===== config.mk =====
export PLATFORM = sky130hd
export DESIGN_NAME = least_squares_line_fit
export DESIGN_NICKNAME = d
export VERILOG_FILES = /design/src/rtl/lslf_pkg.sv /design/src/rtl/lslf_serial_alu.sv /design/src/rtl/least_squares_line_fit.sv
export SDC_FILE = /design/constraint.sdc
export NUM_CORES = 2
export LEC_CHECK = 0
export BUFFER_PORTS_ARGS = -buffer_cell sky130_fd_sc_hd__buf_2
export CORE_MARGIN = 3
export CORE_UTILIZATION = 25
export CTS_CLUSTER_DIAMETER = 40
export DETAILED_ROUTE_END_ITERATION = 10
export GPL_TIMING_DRIVEN = 1
export PLACE_DENSITY = 0.5
export SLEW_MARGIN = 20
export SYNTH_ARGS = -nofsm -noshare
export SYNTH_HDL_FRONTEND = slang
export SYNTH_SLANG_ARGS = --single-unit

===== constraint.sdc =====
create_clock -name clk_i -period 12.9 [get_ports clk_i]
set_clock_uncertainty 0.2 [all_clocks]
set_input_delay 2.58 -clock clk_i [delete_from_list [all_inputs] [get_ports clk_i]]
set_output_delay 2.58 -clock clk_i [all_outputs]
set_load 0.005 [all_outputs]

===== src/rtl/lslf_pkg.sv =====
// Shared types, widths and constants for the least-squares line fit block.
// Used by lslf_serial_alu and least_squares_line_fit; depends on nothing.
`default_nettype none

package lslf_pkg;

  // Default configuration
  localparam int LSLF_MAX_POINTS = 1024;
  localparam int LSLF_FRAC_BITS  = 16;

  // Fixed field widths
  localparam int COORD_W = 16;
  localparam int OUT_W   = 48;
  localparam int PTS_W   = 11;

  // Point multiplier: one 4-bit digit of the multiplier per cycle
  localparam int PROD_W     = 2 * COORD_W;
  localparam int DIG_W      = 4;
  localparam int PT_DIGITS  = COORD_W / DIG_W;
  localparam int DIG_CNT_W  = $clog2(PT_DIGITS);

  // Output saturation limits, as magnitudes
  localparam logic [OUT_W-1:0] OUT_POS_MAX = {1'b0, {(OUT_W-1){1'b1}}};
  localparam logic [OUT_W-1:0] OUT_NEG_MAG = {1'b1, {(OUT_W-1){1'b0}}};

  // Width helpers, all evaluated at elaboration
  function automatic int lslf_cnt_w(input int max_points);
    return $clog2(max_points + 1);
  endfunction

  // sum of x or y
  function automatic int lslf_sum1_w(input int max_points);
    return COORD_W + lslf_cnt_w(max_points);
  endfunction

  // sum of x*y or x*x
  function automatic int lslf_sum2_w(input int max_points);
    return PROD_W + lslf_cnt_w(max_points);
  endfunction

  // n*Sxx and the denominator; also covers Sx*Sy
  function automatic int lslf_den_w(input int max_points);
    return lslf_cnt_w(max_points) + lslf_sum2_w(max_points);
  endfunction

  // signed numerator
  function automatic int lslf_num_w(input int max_points);
    return lslf_den_w(max_points) + 1;
  endfunction

  // slope magnitude, before clamping
  function automatic int lslf_slope_w(input int max_points, input int frac_bits);
    return lslf_num_w(max_points) + frac_bits;
  endfunction

  // slope times Sx
  function automatic int lslf_prod_w(input int max_points, input int frac_bits);
    return lslf_slope_w(max_points, frac_bits) + lslf_sum1_w(max_points);
  endfunction

  // serial unit data width (dividend / product)
  function automatic int lslf_dv_w(input int max_points, input int frac_bits);
    return lslf_prod_w(max_points, frac_bits) + 1;
  endfunction

  // Serial arithmetic unit interface
  typedef enum logic {
    ALU_MUL,
    ALU_DIV
  } lslf_alu_op_e;

  typedef struct packed {
    logic         start;
    lslf_alu_op_e op;
  } lslf_alu_req_t;

  typedef struct packed {
    logic busy;
    logic done;
  } lslf_alu_sts_t;

  // Sequencer states
  typedef enum logic [3:0] {
    S_IDLE,
    S_PT_MUL,
    S_PT_ADD,
    S_FIT_P1,
    S_FIT_P2,
    S_FIT_P3,
    S_FIT_P4,
    S_FIT_DIV,
    S_FIT_P5,
    S_FIT_INT,
    S_FINISH
  } lslf_state_e;

  // Channel payloads
  typedef struct packed {
    logic signed [COORD_W-1:0] x_value;
    logic signed [COORD_W-1:0] y_value;
    logic                      last_point;
  } lslf_in_t;

  typedef struct packed {
    logic signed [OUT_W-1:0] slope_fixed;
    logic signed [OUT_W-1:0] intercept_fixed;
    logic                    degenerate;
    logic                    saturated;
    logic [PTS_W-1:0]        points_used;
  } lslf_out_t;

endpackage

`default_nettype wire


===== src/rtl/lslf_serial_alu.sv =====
// Bit-serial unsigned multiply (shift-add, one multiplier bit per cycle) and
// restoring divide (one quotient bit per cycle). Depends on lslf_pkg.
`default_nettype none

module lslf_serial_alu import lslf_pkg::*; #(
  parameter int MAX_POINTS = LSLF_MAX_POINTS,
  parameter int FRAC_BITS  = LSLF_FRAC_BITS
) (
  input  wire logic                                          clk_i,
  input  wire logic                                          rst_ni,
  input  wire lslf_alu_req_t                                 req_i,
  input  wire logic [lslf_dv_w(MAX_POINTS, FRAC_BITS)-1:0]   opa_i,
  input  wire logic [lslf_den_w(MAX_POINTS)-1:0]             opb_i,
  output lslf_alu_sts_t                                      sts_o,
  output logic [lslf_dv_w(MAX_POINTS, FRAC_BITS)-1:0]        result_o
);

  localparam int DV_W   = lslf_dv_w(MAX_POINTS, FRAC_BITS);
  localparam int DEN_W  = lslf_den_w(MAX_POINTS);
  localparam int SX_W   = lslf_sum1_w(MAX_POINTS);
  localparam int STEP_W = $clog2(DV_W);

  localparam logic [STEP_W-1:0] MUL_LAST = STEP_W'(SX_W - 1);
  localparam logic [STEP_W-1:0] DIV_LAST = STEP_W'(DV_W - 1);

  logic                busy_q;
  logic                done_q;
  lslf_alu_op_e        op_q;
  logic [STEP_W-1:0]   step_q;
  logic [DV_W-1:0]     acc_q;
  logic [DV_W-1:0]     shf_q;   // multiplicand, or dividend/quotient
  logic [DEN_W-1:0]    opb_q;   // multiplier, or divisor
  logic [DEN_W-1:0]    rem_q;

  logic [DEN_W:0]      rem_sh;
  logic [DEN_W:0]      rem_sub;
  logic                rem_ge;

  // Restoring divide step
  assign rem_sh  = {rem_q, shf_q[DV_W-1]};
  assign rem_ge  = rem_sh >= {1'b0, opb_q};
  assign rem_sub = rem_sh - {1'b0, opb_q};

  // Control
  always_ff @(posedge clk_i or negedge rst_ni) begin
    if (!rst_ni) begin
      busy_q <= 1'b0;
      done_q <= 1'b0;
    end else begin
      done_q <= busy_q && (step_q == '0);
      if (req_i.start) begin
        busy_q <= 1'b1;
      end else if (busy_q && (step_q == '0)) begin
        busy_q <= 1'b0;
      end
    end
  end

  // Datapath
  always_ff @(posedge clk_i) begin
    if (req_i.start) begin
      op_q   <= req_i.op;
      step_q <= (req_i.op == ALU_MUL) ? MUL_LAST : DIV_LAST;
      acc_q  <= '0;
      shf_q  <= opa_i;
      opb_q  <= opb_i;
      rem_q  <= '0;
    end else if (busy_q) begin
      step_q <= step_q - 1'b1;
      unique case (op_q)
        ALU_MUL: begin
          if (opb_q[0]) begin
            acc_q <= acc_q + shf_q;
          end
          shf_q <= shf_q << 1;
          opb_q <= opb_q >> 1;
        end
        ALU_DIV: begin
          rem_q <= rem_ge ? rem_sub[DEN_W-1:0] : rem_sh[DEN_W-1:0];
          shf_q <= {shf_q[DV_W-2:0], rem_ge};
        end
      endcase
    end
  end

  assign result_o   = (op_q == ALU_MUL) ? acc_q : shf_q;
  assign sts_o.busy = busy_q;
  assign sts_o.done = done_q;

endmodule

`default_nettype wire


===== src/rtl/least_squares_line_fit.sv =====
// Least-squares straight-line fit over a stream of points: top level with
// point accumulation, fit sequencer and output register. Depends on lslf_pkg
// and lslf_serial_alu.
//
// Usage:
//   Input channel (in_valid_i / in_stall_o / in_data_i) carries one point
//   (x, y, last_point) per transaction. Output channel (out_valid_o /
//   out_stall_i / out_data_o) carries one fit per set, issued on the point
//   marked last. Both channels move a transaction when valid is high and
//   stall is low.
//   Points are taken one at a time: each is accepted, runs four 4-bit digit
//   steps of the x*y / x*x multiplier and updates the sums; no new point is
//   taken until then, nor during a fit. After the last point the fit runs
//   five multiplies and two divides of the full dividend width through one
//   bit-serial unit; a degenerate set skips the slope divide.
//   Points beyond MAX_POINTS are not accumulated; a last one still fits.
//   Reset clears the count and all sums and empties the output register.
//   A finished fit waits in the output register while the receiver stalls;
//   points of the next set are taken meanwhile, and a second fit holds in
//   its final step until the register is free.
`default_nettype none

module least_squares_line_fit import lslf_pkg::*; #(
  parameter int MAX_POINTS = LSLF_MAX_POINTS,
  parameter int FRAC_BITS  = LSLF_FRAC_BITS
) (
  input  wire logic      clk_i,
  input  wire logic      rst_ni,
  input  wire logic      in_valid_i,
  output logic           in_stall_o,
  input  wire lslf_in_t  in_data_i,
  output logic           out_valid_o,
  input  wire logic      out_stall_i,
  output lslf_out_t      out_data_o
);

  localparam int CW    = lslf_cnt_w(MAX_POINTS);
  localparam int SX_W  = lslf_sum1_w(MAX_POINTS);
  localparam int SP_W  = lslf_sum2_w(MAX_POINTS);
  localparam int DEN_W = lslf_den_w(MAX_POINTS);
  localparam int NUM_W = lslf_num_w(MAX_POINTS);
  localparam int SL_W  = lslf_slope_w(MAX_POINTS, FRAC_BITS);
  localparam int PR_W  = lslf_prod_w(MAX_POINTS, FRAC_BITS);
  localparam int DV_W  = lslf_dv_w(MAX_POINTS, FRAC_BITS);
  localparam int T_W   = PR_W + 2;

  localparam logic [CW-1:0]        CNT_MAX  = CW'(MAX_POINTS);
  localparam logic [DIG_CNT_W-1:0] DIG_LAST = DIG_CNT_W'(PT_DIGITS - 1);

  // Sequencer
  lslf_state_e state_q, state_d;
  logic        issued_q, issued_d;
  logic        load_out;

  // Serial unit
  lslf_alu_req_t    alu_req;
  lslf_alu_sts_t    alu_sts;
  logic [DV_W-1:0]  alu_opa;
  logic [DEN_W-1:0] alu_opb;
  logic [DV_W-1:0]  alu_res;
  logic             fit_done;

  // Point stage
  logic signed [COORD_W-1:0] x_q, y_q;
  logic                      last_q;
  logic                      acc_en_q;
  logic                      xy_neg_q;
  logic [PROD_W-1:0]         cand_q;
  logic [COORD_W-1:0]        xdig_q, ydig_q;
  logic [PROD_W-1:0]         pxy_q, pxx_q;
  logic [DIG_CNT_W-1:0]      pdig_q;
  logic [PROD_W-1:0]         pp_xy, pp_xx;
  logic [COORD_W-1:0]        x_mag_in, y_mag_in;
  logic                      in_acc;

  // Running sums
  logic [CW-1:0]           cnt_q;
  logic signed [SX_W-1:0]  sum_x_q, sum_y_q;
  logic signed [SP_W-1:0]  sum_xy_q, sum_xx_q;
  logic signed [SP_W-1:0]  pxy_ext, pxx_ext;

  // Fit values
  logic signed [NUM_W-1:0] num_q;
  logic [DEN_W-1:0]        den_q;
  logic [SL_W-1:0]         slope_mag_q;
  logic                    slope_neg_q;
  logic                    degen_q;
  logic signed [T_W-1:0]   t_q;
  logic [DV_W-1:0]         icpt_mag_q;
  logic                    icpt_neg_q;

  logic                    sx_neg, sy_neg, sxy_neg;
  logic [SX_W-1:0]         sx_mag, sy_mag;
  logic [SP_W-1:0]         sxy_mag;
  logic [NUM_W-1:0]        num_mag;
  logic [T_W-1:0]          t_mag;
  logic signed [NUM_W-1:0] p_num;
  logic signed [T_W-1:0]   sy_sh, p5_term;
  logic [OUT_W:0]          slope_cl, icpt_cl;

  // Output register
  logic      out_valid_q;
  lslf_out_t out_data_q;

  // Saturate a sign/magnitude value to the output range; MSB is the flag
  function automatic logic [OUT_W:0] clamp_out(input logic [DV_W-1:0] mag, input logic neg);
    logic [DV_W-1:0]  lim;
    logic             over;
    logic [OUT_W-1:0] val;
    lim  = neg ? DV_W'(OUT_NEG_MAG) : DV_W'(OUT_POS_MAX);
    over = mag > lim;
    if (over) begin
      val = neg ? OUT_NEG_MAG : OUT_POS_MAX;
    end else begin
      val = neg ? (~mag[OUT_W-1:0] + 1'b1) : mag[OUT_W-1:0];
    end
    return {over, val};
  endfunction

  assign in_acc   = in_valid_i && !in_stall_o;
  assign fit_done = issued_q && alu_sts.done;

  // Input magnitudes
  assign x_mag_in = in_data_i.x_value[COORD_W-1] ? COORD_W'(-in_data_i.x_value)
                                                 : in_data_i.x_value;
  assign y_mag_in = in_data_i.y_value[COORD_W-1] ? COORD_W'(-in_data_i.y_value)
                                                 : in_data_i.y_value;

  // Digit partial products
  assign pp_xy = PROD_W'(cand_q * ydig_q[DIG_W-1:0]);
  assign pp_xx = PROD_W'(cand_q * xdig_q[DIG_W-1:0]);

  assign pxy_ext = $signed({{(SP_W-PROD_W){1'b0}}, pxy_q});
  assign pxx_ext = $signed({{(SP_W-PROD_W){1'b0}}, pxx_q});

  // Sign and magnitude of the sums for the fit
  assign sx_neg  = sum_x_q[SX_W-1];
  assign sy_neg  = sum_y_q[SX_W-1];
  assign sxy_neg = sum_xy_q[SP_W-1];
  assign sx_mag  = sx_neg ? SX_W'(-sum_x_q) : SX_W'(sum_x_q);
  assign sy_mag  = sy_neg ? SX_W'(-sum_y_q) : SX_W'(sum_y_q);
  assign sxy_mag = sxy_neg ? SP_W'(-sum_xy_q) : SP_W'(sum_xy_q);
  assign num_mag = num_q[NUM_W-1] ? NUM_W'(-num_q) : NUM_W'(num_q);
  assign t_mag   = t_q[T_W-1] ? T_W'(-t_q) : T_W'(t_q);

  assign p_num   = $signed({1'b0, alu_res[DEN_W-1:0]});
  assign sy_sh   = T_W'(sum_y_q) <<< FRAC_BITS;
  assign p5_term = $signed({2'b00, alu_res[PR_W-1:0]});

  assign slope_cl = clamp_out(DV_W'(slope_mag_q), slope_neg_q);
  assign icpt_cl  = clamp_out(icpt_mag_q, icpt_neg_q);

  assign in_stall_o = (state_q != S_IDLE);

  // State register
  always_ff @(posedge clk_i or negedge rst_ni) begin
    if (!rst_ni) begin
      state_q  <= S_IDLE;
      issued_q <= 1'b0;
    end else begin
      state_q  <= state_d;
      issued_q <= issued_d;
    end
  end

  // Next state, unit requests and operands
  always_comb begin
    state_d       = state_q;
    issued_d      = issued_q;
    alu_req.start = 1'b0;
    alu_req.op    = ALU_MUL;
    alu_opa       = '0;
    alu_opb       = '0;
    load_out      = 1'b0;

    unique case (state_q)
      S_IDLE: begin
        if (in_valid_i) begin
          state_d = S_PT_MUL;
        end
      end
      S_PT_MUL: begin
        if (pdig_q == DIG_LAST) begin
          state_d = S_PT_ADD;
        end
      end
      S_PT_ADD: begin
        state_d = last_q ? S_FIT_P1 : S_IDLE;
      end
      S_FIT_P1: begin
        alu_opa = DV_W'(sxy_mag);
        alu_opb = DEN_W'(cnt_q);
        if (!issued_q) begin
          alu_req.start = 1'b1;
          issued_d      = 1'b1;
        end else if (alu_sts.done) begin
          issued_d = 1'b0;
          state_d  = S_FIT_P2;
        end
      end
      S_FIT_P2: begin
        alu_opa = DV_W'(sx_mag);
        alu_opb = DEN_W'(sy_mag);
        if (!issued_q) begin
          alu_req.start = 1'b1;
          issued_d      = 1'b1;
        end else if (alu_sts.done) begin
          issued_d = 1'b0;
          state_d  = S_FIT_P3;
        end
      end
      S_FIT_P3: begin
        alu_opa = DV_W'($unsigned(sum_xx_q));
        alu_opb = DEN_W'(cnt_q);
        if (!issued_q) begin
          alu_req.start = 1'b1;
          issued_d      = 1'b1;
        end else if (alu_sts.done) begin
          issued_d = 1'b0;
          state_d  = S_FIT_P4;
        end
      end
      S_FIT_P4: begin
        alu_opa = DV_W'(sx_mag);
        alu_opb = DEN_W'(sx_mag);
        if (!issued_q) begin
          alu_req.start = 1'b1;
          issued_d      = 1'b1;
        end else if (alu_sts.done) begin
          issued_d = 1'b0;
          state_d  = S_FIT_DIV;
        end
      end
      S_FIT_DIV: begin
        alu_req.op = ALU_DIV;
        alu_opa    = DV_W'(num_mag) << FRAC_BITS;
        alu_opb    = den_q;
        if (den_q == '0) begin
          // all x equal: slope forced to zero, no divide
          state_d = S_FIT_P5;
        end else if (!issued_q) begin
          alu_req.start = 1'b1;
          issued_d      = 1'b1;
        end else if (alu_sts.done) begin
          issued_d = 1'b0;
          state_d  = S_FIT_P5;
        end
      end
      S_FIT_P5: begin
        alu_opa = DV_W'(slope_mag_q);
        alu_opb = DEN_W'(sx_mag);
        if (!issued_q) begin
          alu_req.start = 1'b1;
          issued_d      = 1'b1;
        end else if (alu_sts.done) begin
          issued_d = 1'b0;
          state_d  = S_FIT_INT;
        end
      end
      S_FIT_INT: begin
        alu_req.op = ALU_DIV;
        alu_opa    = t_mag[DV_W-1:0];
        alu_opb    = DEN_W'(cnt_q);
        if (!issued_q) begin
          alu_req.start = 1'b1;
          issued_d      = 1'b1;
        end else if (alu_sts.done) begin
          issued_d = 1'b0;
          state_d  = S_FINISH;
        end
      end
      S_FINISH: begin
        if (!out_valid_q || !out_stall_i) begin
          load_out = 1'b1;
          state_d  = S_IDLE;
        end
      end
      default: begin
        state_d = S_IDLE;
      end
    endcase
  end

  // Point capture and digit-serial products
  always_ff @(posedge clk_i) begin
    if (in_acc) begin
      x_q      <= in_data_i.x_value;
      y_q      <= in_data_i.y_value;
      last_q   <= in_data_i.last_point;
      acc_en_q <= cnt_q < CNT_MAX;
      xy_neg_q <= in_data_i.x_value[COORD_W-1] ^ in_data_i.y_value[COORD_W-1];
      cand_q   <= PROD_W'(x_mag_in);
      xdig_q   <= x_mag_in;
      ydig_q   <= y_mag_in;
      pxy_q    <= '0;
      pxx_q    <= '0;
      pdig_q   <= '0;
    end else if (state_q == S_PT_MUL) begin
      pxy_q  <= pxy_q + pp_xy;
      pxx_q  <= pxx_q + pp_xx;
      cand_q <= cand_q << DIG_W;
      xdig_q <= xdig_q >> DIG_W;
      ydig_q <= ydig_q >> DIG_W;
      pdig_q <= pdig_q + 1'b1;
    end
  end

  // Running sums, cleared after each fit
  always_ff @(posedge clk_i or negedge rst_ni) begin
    if (!rst_ni) begin
      cnt_q    <= '0;
      sum_x_q  <= '0;
      sum_y_q  <= '0;
      sum_xy_q <= '0;
      sum_xx_q <= '0;
    end else if (load_out) begin
      cnt_q    <= '0;
      sum_x_q  <= '0;
      sum_y_q  <= '0;
      sum_xy_q <= '0;
      sum_xx_q <= '0;
    end else if ((state_q == S_PT_ADD) && acc_en_q) begin
      cnt_q    <= cnt_q + 1'b1;
      sum_x_q  <= sum_x_q + SX_W'(x_q);
      sum_y_q  <= sum_y_q + SX_W'(y_q);
      sum_xy_q <= xy_neg_q ? (sum_xy_q - pxy_ext) : (sum_xy_q + pxy_ext);
      sum_xx_q <= sum_xx_q + pxx_ext;
    end
  end

  // Fit values captured from the serial unit
  always_ff @(posedge clk_i) begin
    case (state_q)
      S_FIT_P1: begin
        if (fit_done) begin
          num_q <= sxy_neg ? -p_num : p_num;
        end
      end
      S_FIT_P2: begin
        if (fit_done) begin
          num_q <= (sx_neg ^ sy_neg) ? (num_q + p_num) : (num_q - p_num);
        end
      end
      S_FIT_P3: begin
        if (fit_done) begin
          den_q <= alu_res[DEN_W-1:0];
        end
      end
      S_FIT_P4: begin
        if (fit_done) begin
          den_q <= den_q - alu_res[DEN_W-1:0];
        end
      end
      S_FIT_DIV: begin
        if (den_q == '0) begin
          slope_mag_q <= '0;
          slope_neg_q <= 1'b0;
          degen_q     <= 1'b1;
        end else if (fit_done) begin
          slope_mag_q <= alu_res[SL_W-1:0];
          slope_neg_q <= num_q[NUM_W-1];
          degen_q     <= 1'b0;
        end
      end
      S_FIT_P5: begin
        if (fit_done) begin
          t_q <= (slope_neg_q ^ sx_neg) ? (sy_sh + p5_term) : (sy_sh - p5_term);
        end
      end
      S_FIT_INT: begin
        if (fit_done) begin
          icpt_mag_q <= alu_res;
          icpt_neg_q <= t_q[T_W-1];
        end
      end
      default: begin
      end
    endcase
  end

  // Output register
  always_ff @(posedge clk_i or negedge rst_ni) begin
    if (!rst_ni) begin
      out_valid_q <= 1'b0;
    end else if (load_out) begin
      out_valid_q <= 1'b1;
    end else if (!out_stall_i) begin
      out_valid_q <= 1'b0;
    end
  end

  always_ff @(posedge clk_i) begin
    if (load_out) begin
      out_data_q.slope_fixed     <= slope_cl[OUT_W-1:0];
      out_data_q.intercept_fixed <= icpt_cl[OUT_W-1:0];
      out_data_q.degenerate      <= degen_q;
      out_data_q.saturated       <= slope_cl[OUT_W] | icpt_cl[OUT_W];
      out_data_q.points_used     <= PTS_W'(cnt_q);
    end
  end

  assign out_valid_o = out_valid_q;
  assign out_data_o  = out_data_q;

  // Shared multiply/divide unit
  lslf_serial_alu #(
    .MAX_POINTS (MAX_POINTS),
    .FRAC_BITS  (FRAC_BITS)
  ) u_alu (
    .clk_i    (clk_i),
    .rst_ni   (rst_ni),
    .req_i    (alu_req),
    .opa_i    (alu_opa),
    .opb_i    (alu_opb),
    .sts_o    (alu_sts),
    .result_o (alu_res)
  );

  // Checks
  a_start_when_free: assert property (@(posedge clk_i) disable iff (!rst_ni)
    alu_req.start |-> !alu_sts.busy)
    else $error("serial unit started while busy");

  a_done_after_busy: assert property (@(posedge clk_i) disable iff (!rst_ni)
    alu_sts.done |-> $past(alu_sts.busy))
    else $error("serial unit done without a run");

  a_count_bound: assert property (@(posedge clk_i) disable iff (!rst_ni)
    cnt_q <= CNT_MAX)
    else $error("point count above limit");

  a_degen_zero_slope: assert property (@(posedge clk_i) disable iff (!rst_ni)
    (out_valid_o && out_data_o.degenerate) |-> (out_data_o.slope_fixed == '0))
    else $error("degenerate fit with nonzero slope");

endmodule

`default_nettype wire


# After elaboration in Yosys (flattened, before gate mapping)
# Index checks and enable logic that the tools add are counted.
[classes] shift=0 eq_ne=35 multipliers=2 div=0 add_sub_neg=27 n_bitwise=7 muxes=91 order_cmp=4 reduce_logical=35
[op_table] cell="one-hot mux 99 bit (6 select lines)" count=1
[op_table] cell="2-to-1 mux 99 bit" count=4
[op_table] cell="2-to-1 mux 48 bit" count=8
[op_table] cell="2-to-1 mux 54 bit" count=6
[op_table] cell="2-to-1 mux 55 bit" count=5
[op_table] cell="2-to-1 mux 43 bit" count=6
[op_table] cell="one-hot mux 54 bit (4 select lines)" count=1
[op_table] cell="one-hot mux 99 bit (2 select lines)" count=1
[op_table] cell="2-to-1 mux 27 bit" count=6
[op_table] cell="2-to-1 mux 16 bit" count=8
[op_table] cell="one-hot mux 55 bit (2 select lines)" count=1
[op_table] cell="one-hot mux 54 bit (2 select lines)" count=1
[op_table] cell="subtractor 54 bit" count=2
[op_table] cell="adder 43 x 99 -> 100 bit" count=1
[op_table] cell="2-to-1 mux 100 bit" count=1
[op_table] cell="subtractor 43 x 99 -> 100 bit" count=1
[op_table] cell="adder 99 bit" count=1
[op_table] cell="greater-than comparator 99 x 48 -> 1 bit" count=1
[op_table] cell="negator 99 bit" count=1
[op_table] cell="adder 48 x 1 -> 48 bit, second input constant" count=2
[op_table] cell="inverter 48 bit" count=2
[op_table] cell="adder 43 x 33 -> 43 bit" count=2
[op_table] cell="2-to-1 mux 4 bit" count=18
[op_table] cell="greater-than comparator 71 x 48 -> 1 bit" count=1
[op_table] cell="49 further kinds" count=120
[word_totals] rom_bits=0 regBits=1129 latch_bits=0 ramBits=0 output_inout_bits=111 word_cells=242 mem_count=0 input_bits=37

# Longest topological paths before layout
[logic_depth] ltp_word=5 ltp_mapped=27 mapped_depth_nobuf=24

# By module
# From an unflattened synthesis, not the netlist that was laid out.
[hier_totals] cells_unflattened=11407 area_unflattened_um2=97608.6
[by_module_without_submodules] mod="least_squares_line_fit" area_per_inst_um2=74592.8 instances=1 seq_area_each_um2=22806.9 cells_per_inst=8757
[by_module_without_submodules] mod="lslf_serial_alu" area_per_inst_um2=23015.8 instances=1 seq_area_each_um2=7947.6 cells_per_inst=2650

# Worst setup path after synthesis
# Ideal clock, no wire load.
[synth_path] path_kind="flip-flop to flip-flop" from="register state_q[3]" to="register t_q[0] (enable)" n_path_buf=1 slack_ns=1.692 setup_time_ns=0.804 arrival_ns=10.203 required_time_ns=11.896 path_stages_with_launch=4 period_less_slack_ns=11.208 cell_sequence="dfrtp_1 -> clkbuf_1 -> nand2b_1 -> nor4_1"
[synth_between] elab_chain_len=2
[synth_rtl] item="start, declared" line_no="least_squares_line_fit.sv:51" source="lslf_state_e state_q, state_d;"
[synth_rtl] item="start signal, assigned" line_no="least_squares_line_fit.sv:161" source="state_q <= state_d;"
[synth_rtl] item="equality test 4 bit" line_no="least_squares_line_fit.sv:333" source="case (state_q)"
[synth_rtl] item="AND reduction 2 bit (no line)"
[synth_rtl] item="end signal, assigned" line_no="least_squares_line_fit.sv:367" source="t_q <= (slope_neg_q ^ sx_neg) ? (sy_sh + p5_term) : (sy_sh - p5_term);"
[synth_rtl] item="end, declared" line_no="least_squares_line_fit.sv:88" source="logic signed [T_W-1:0] t_q;"
# No other way between the ends.
# A chain may end at the register's enable or synchronous reset.

# Final worst setup path
[layout_path] from="register u_alu.op_q" to="register t_q[95], data pin"
[layout_between] elab_chain_len=3 word_cells_on_any_way=4 cone_classes="add/sub: 2; mux: 2"
[layout_rtl] item="start, declared" line_no="lslf_serial_alu.sv:28" source="lslf_alu_op_e op_q;"
[layout_rtl] item="start signal, assigned" line_no="lslf_serial_alu.sv:62" source="op_q <= req_i.op;"
[layout_rtl] item="2-to-1 mux 99 bit (*)" line_no="lslf_serial_alu.sv:86" source="assign result_o = (op_q == ALU_MUL) ? acc_q : shf_q;"
[layout_rtl] item="subtractor 43 x 99 -> 100 bit / adder 43 x 99 -> 100 bit (equally long branches)" line_no="least_squares_line_fit.sv:367"
[layout_rtl] item="2-to-1 mux 100 bit (*)" line_no="least_squares_line_fit.sv:367"
# Every way passes the cells marked *; elsewhere a longest branch is shown, timed or not.

==> impl_metrics.csv <==
group,metric,value,unit
final_layout,most-common-layout-cells,"1177 x sky130_fd_sc_hd__nand2_1, 1126 x sky130_fd_sc_hd__a21oi_1, 899 x sky130_fd_sc_hd__o21ai_0",
synthesis,mappedNetlistArea,95540,um2
floorplan,rows,226,
floorplan,core-area,379800,um2
clock_network,cts_resized,0,
final_layout,share_of_post_route_cells_with_drive_strength_above_1,7.412,%
placed_design,dpl.hpwl,284.0,mm
synthesis,syn_avg_cell_area,8.499,um2
timing,final_critical_path_setup_slack,4.204,ns
clock_network,clock_insertion_delay_worst_skew,0.92,ns
timing,totalNegativeSetupSlack,0,ns
clock_network,post-cts-setup-buffers,0,
timing,clock.fmax,115.0,MHz
detailed_routing,drc,0,
final_layout,postLayoutCoreUtil,29.04,%
synthesis,ys_dominant_reg_cell,"sky130_fd_sc_hd__edfxtp_1",
detailed_routing,initialDrtViolationCount,8284,
detailed_routing,routed_wire_length_per_instance,22.22,um
timing,final-max-slew-violation-count,0,
critical_path,worstPathMaxFanout,53,
synthesis,synth_warnings,0,
placed_design,gp_routability_congestion,0.9483,
clock_network,root_buffer_master,"sky130_fd_sc_hd__clkbuf_16",
detailed_routing,routed-via-count,85550,
global_route,grt_pass1_wl,542.7,mm
timing,worst_pin_slew,1.172,ns
global_route,pin_count_of_the_biggest_net_entering_global_routing,106,
critical_path,cp_cell_sequence,"buf_4 -> buf_4 -> mux2i_1 -> ha_1 -> nand4_1 -> or3_1 -> or4b_1 -> or3_1 -> a211oi_1 -> a211o_1 -> o31ai_1 -> o31ai_1 -> a21oi_1 -> nor3b_1 -> o21ai_0 -> or4_1 -> a41oi_1 -> xnor2_1",
clock_network,clk_pin_slew_worst_paths,0.05,ns
timing,max-slew-margin-rel,21.44,%
detailed_routing,drt_first_pass_iters,7,
placed_design,port-buffer-count,147,
timing,setup_viol,0,
final_layout,final_common_cell,"sky130_fd_sc_hd__nand2_1",
clock_network,cts_tree,"done",
timing,rsz0062_at_grt,"false",
clock_network,cts-buffers-inserted,228,
flow_run,max_cap_violations,0,
critical_path,cp.required,13.33,ns
placed_design,dp_slack,4.385,ns
run_status,outcome,"finished clean",
floorplan,die-height,624.2,um
synthesis,syn-num-nets,12200,
detailed_routing,detail_route.wirelength,366.1,mm
critical_path,arrival,9.13,ns
min_path,min-delay-path-class,"reg -> reg",
global_route,track_usage,18.15,%
floorplan,fp.dieW,624.2,um
timing,period_needed,8.696,ns
final_layout,area.growth.synth_to_final,15.43,%
floorplan,pin_count,148,
critical_path,path_class,"reg -> reg",
floorplan,initial_core_util,25.16,%
detailed_routing,mean_number_of_vias_per_cell,5.192,
global_route,sum_of_overflow_across_all_layers_after_global_routing,0,
synthesis,ys_seq_elements,1129,
critical_path,max_stage_delay_on_crit_path,1.05,ns
clock_network,clk_path_buf_depth,4,
clock_network,hold_buffers_post_cts,0,
floorplan,design.die.area,389600,um2
clock_network,clock_sinks,1129,
synthesis,netlist.top_cell.by_area,"sky130_fd_sc_hd__edfxtp_1",
global_route,antenna_found_initial,13,
synthesis,synth.area.top_cells,"sky130_fd_sc_hd__edfxtp_1 23%, sky130_fd_sc_hd__ha_1 9.6%, sky130_fd_sc_hd__a21oi_1 5.9%",
synthesis,synth_cell_type_count,95,
timing,hold_vio_cnt_final,0,
synthesis,post-synth-top-area-fraction,23.10,%
synthesis,synth-edff-count,735,
critical_path,critical_path.endpoint_type,"flop",
critical_path,critPathSlowestCell,"sky130_fd_sc_hd__edfxtp_1",
detailed_routing,postRouteAntennaNets,0,
critical_path,timing.critical_path.from_type,"flop",
synthesis,post_synth_inst_count,11240,
final_layout,num-nets-final,12220,
clock_network,ctsHtreeMaxLevel,4,
synthesis,seq_area_frac_synth,32.19,%
timing,period_share,67.41,%
synthesis,share_of_flip_flops_with_an_asynchronous_set_or_reset_after_synthesis,14.08,%
global_route,grt_pass1_vias,81310,
==> registers in the layout, summed over array words and instances (netlist names), 54 cells and up <==
register	flops
num_q	55
den_q	54
out_data_o	109
u_alu.opb_q	54
slope_mag_q	71
t_q	100
u_alu.rem_q	54
u_alu.acc_q	99
icpt_mag_q	99
u_alu.shf_q	99
==> final cells by class <==
cell class	count	area [um2]
diodes	6	15.01
clock buffers	264	6017
clock inverters	157	2033
fillers	40520	269500
inverters	699	2631
multi-input cells	8878	60390
flip-flops and latches	1129	30760
well taps	5016	6276
repair buffers	328	2163
==> path summary, 6_finish.rpt <==
kind,endpoint,from,slack (ns),cells past startpoint
max in group asynchronous,sum_y_q[26],rst_ni,8.94,3
min in group asynchronous,out_valid_o,rst_ni,1.41,1
worst min register to register,out_data_o[12],degen_q,0.22,0
worst max register to register,t_q[95],u_alu.op_q,4.20,18
worst max-delay path,t_q[95],u_alu.op_q,4.20,18
worst min-delay path,out_data_o[12],degen_q,0.22,0
==> synthesized netlist by cell type, types with 203 or more instances <==
master	n
sky130_fd_sc_hd__and2_1	237
sky130_fd_sc_hd__nor3_1	205
sky130_fd_sc_hd__dfxtp_1	235
sky130_fd_sc_hd__xor2_1	322
sky130_fd_sc_hd__clkbuf_1	485
sky130_fd_sc_hd__a21oi_1	1129
sky130_fd_sc_hd__inv_1	692
sky130_fd_sc_hd__edfxtp_1	735
sky130_fd_sc_hd__nor2_1	772
sky130_fd_sc_hd__nand3_1	203
sky130_fd_sc_hd__nand2_1	1183
sky130_fd_sc_hd__xnor2_1	586
sky130_fd_sc_hd__o21ai_0	901
sky130_fd_sc_hd__ha_1	736
sky130_fd_sc_hd__a21o_1	342
==> logic make-up after synthesis <==
| kind of cell | count (synthesis) | share of synthesized area (%) |
|---|---|---|
| AO/OA/AOI/OAI | 3462 | 22.37 |
| XOR/XNOR | 908 | 8.324 |
| adder cells (fa/ha/maj) | 917 | 13.43 |
| buffers and inverters | 1234 | 4.864 |
| flip-flops | 1129 | 32.19 |
| multiplexers | 163 | 1.713 |
| AND/OR/NAND/NOR | 3428 | 17.11 |
==> routing by layer <==
metal / wire, um / track usage (%) / up-vias
li1: - / - / 40770
met1: 166600 / 25.31 / 41490
met2: 160400 / 28.15 / 2678
met3: 23110 / 2.535 / 607
met4: 15890 / 7.129 / 8
met5: 55 / 0 / -
==> metrics by stage <==
step | std cells | hold slack [ns] | area (um2)
2_1_floorplan | 11240 | 0.2003 | 95540
3_3_place_gp | 16050 | 0.2024 | 102200
3_5_place_dp | 16050 | 0.2045 | 102200
4_1_cts | 16470 | 0.2180 | 110300
5_1_grt | 16470 | 0.2289 | 110300
6_report | 16480 | 0.2181 | 110300
==> critical path: cells and delay by family (launching register included) <==
family | cells | cell delay (ns)
compound gates | 7 | 1.81
xor+xnor | 1 | 0.09
buf+inv | 2 | 1.67
fa+ha+maj | 1 | 0.42
flops | 1 | 1.05
simple gates | 6 | 2.36
mux | 1 | 0.68
Power is not shown: default switching activity piles up to over one toggle a cycle in this logic, so the estimate is an artifact.
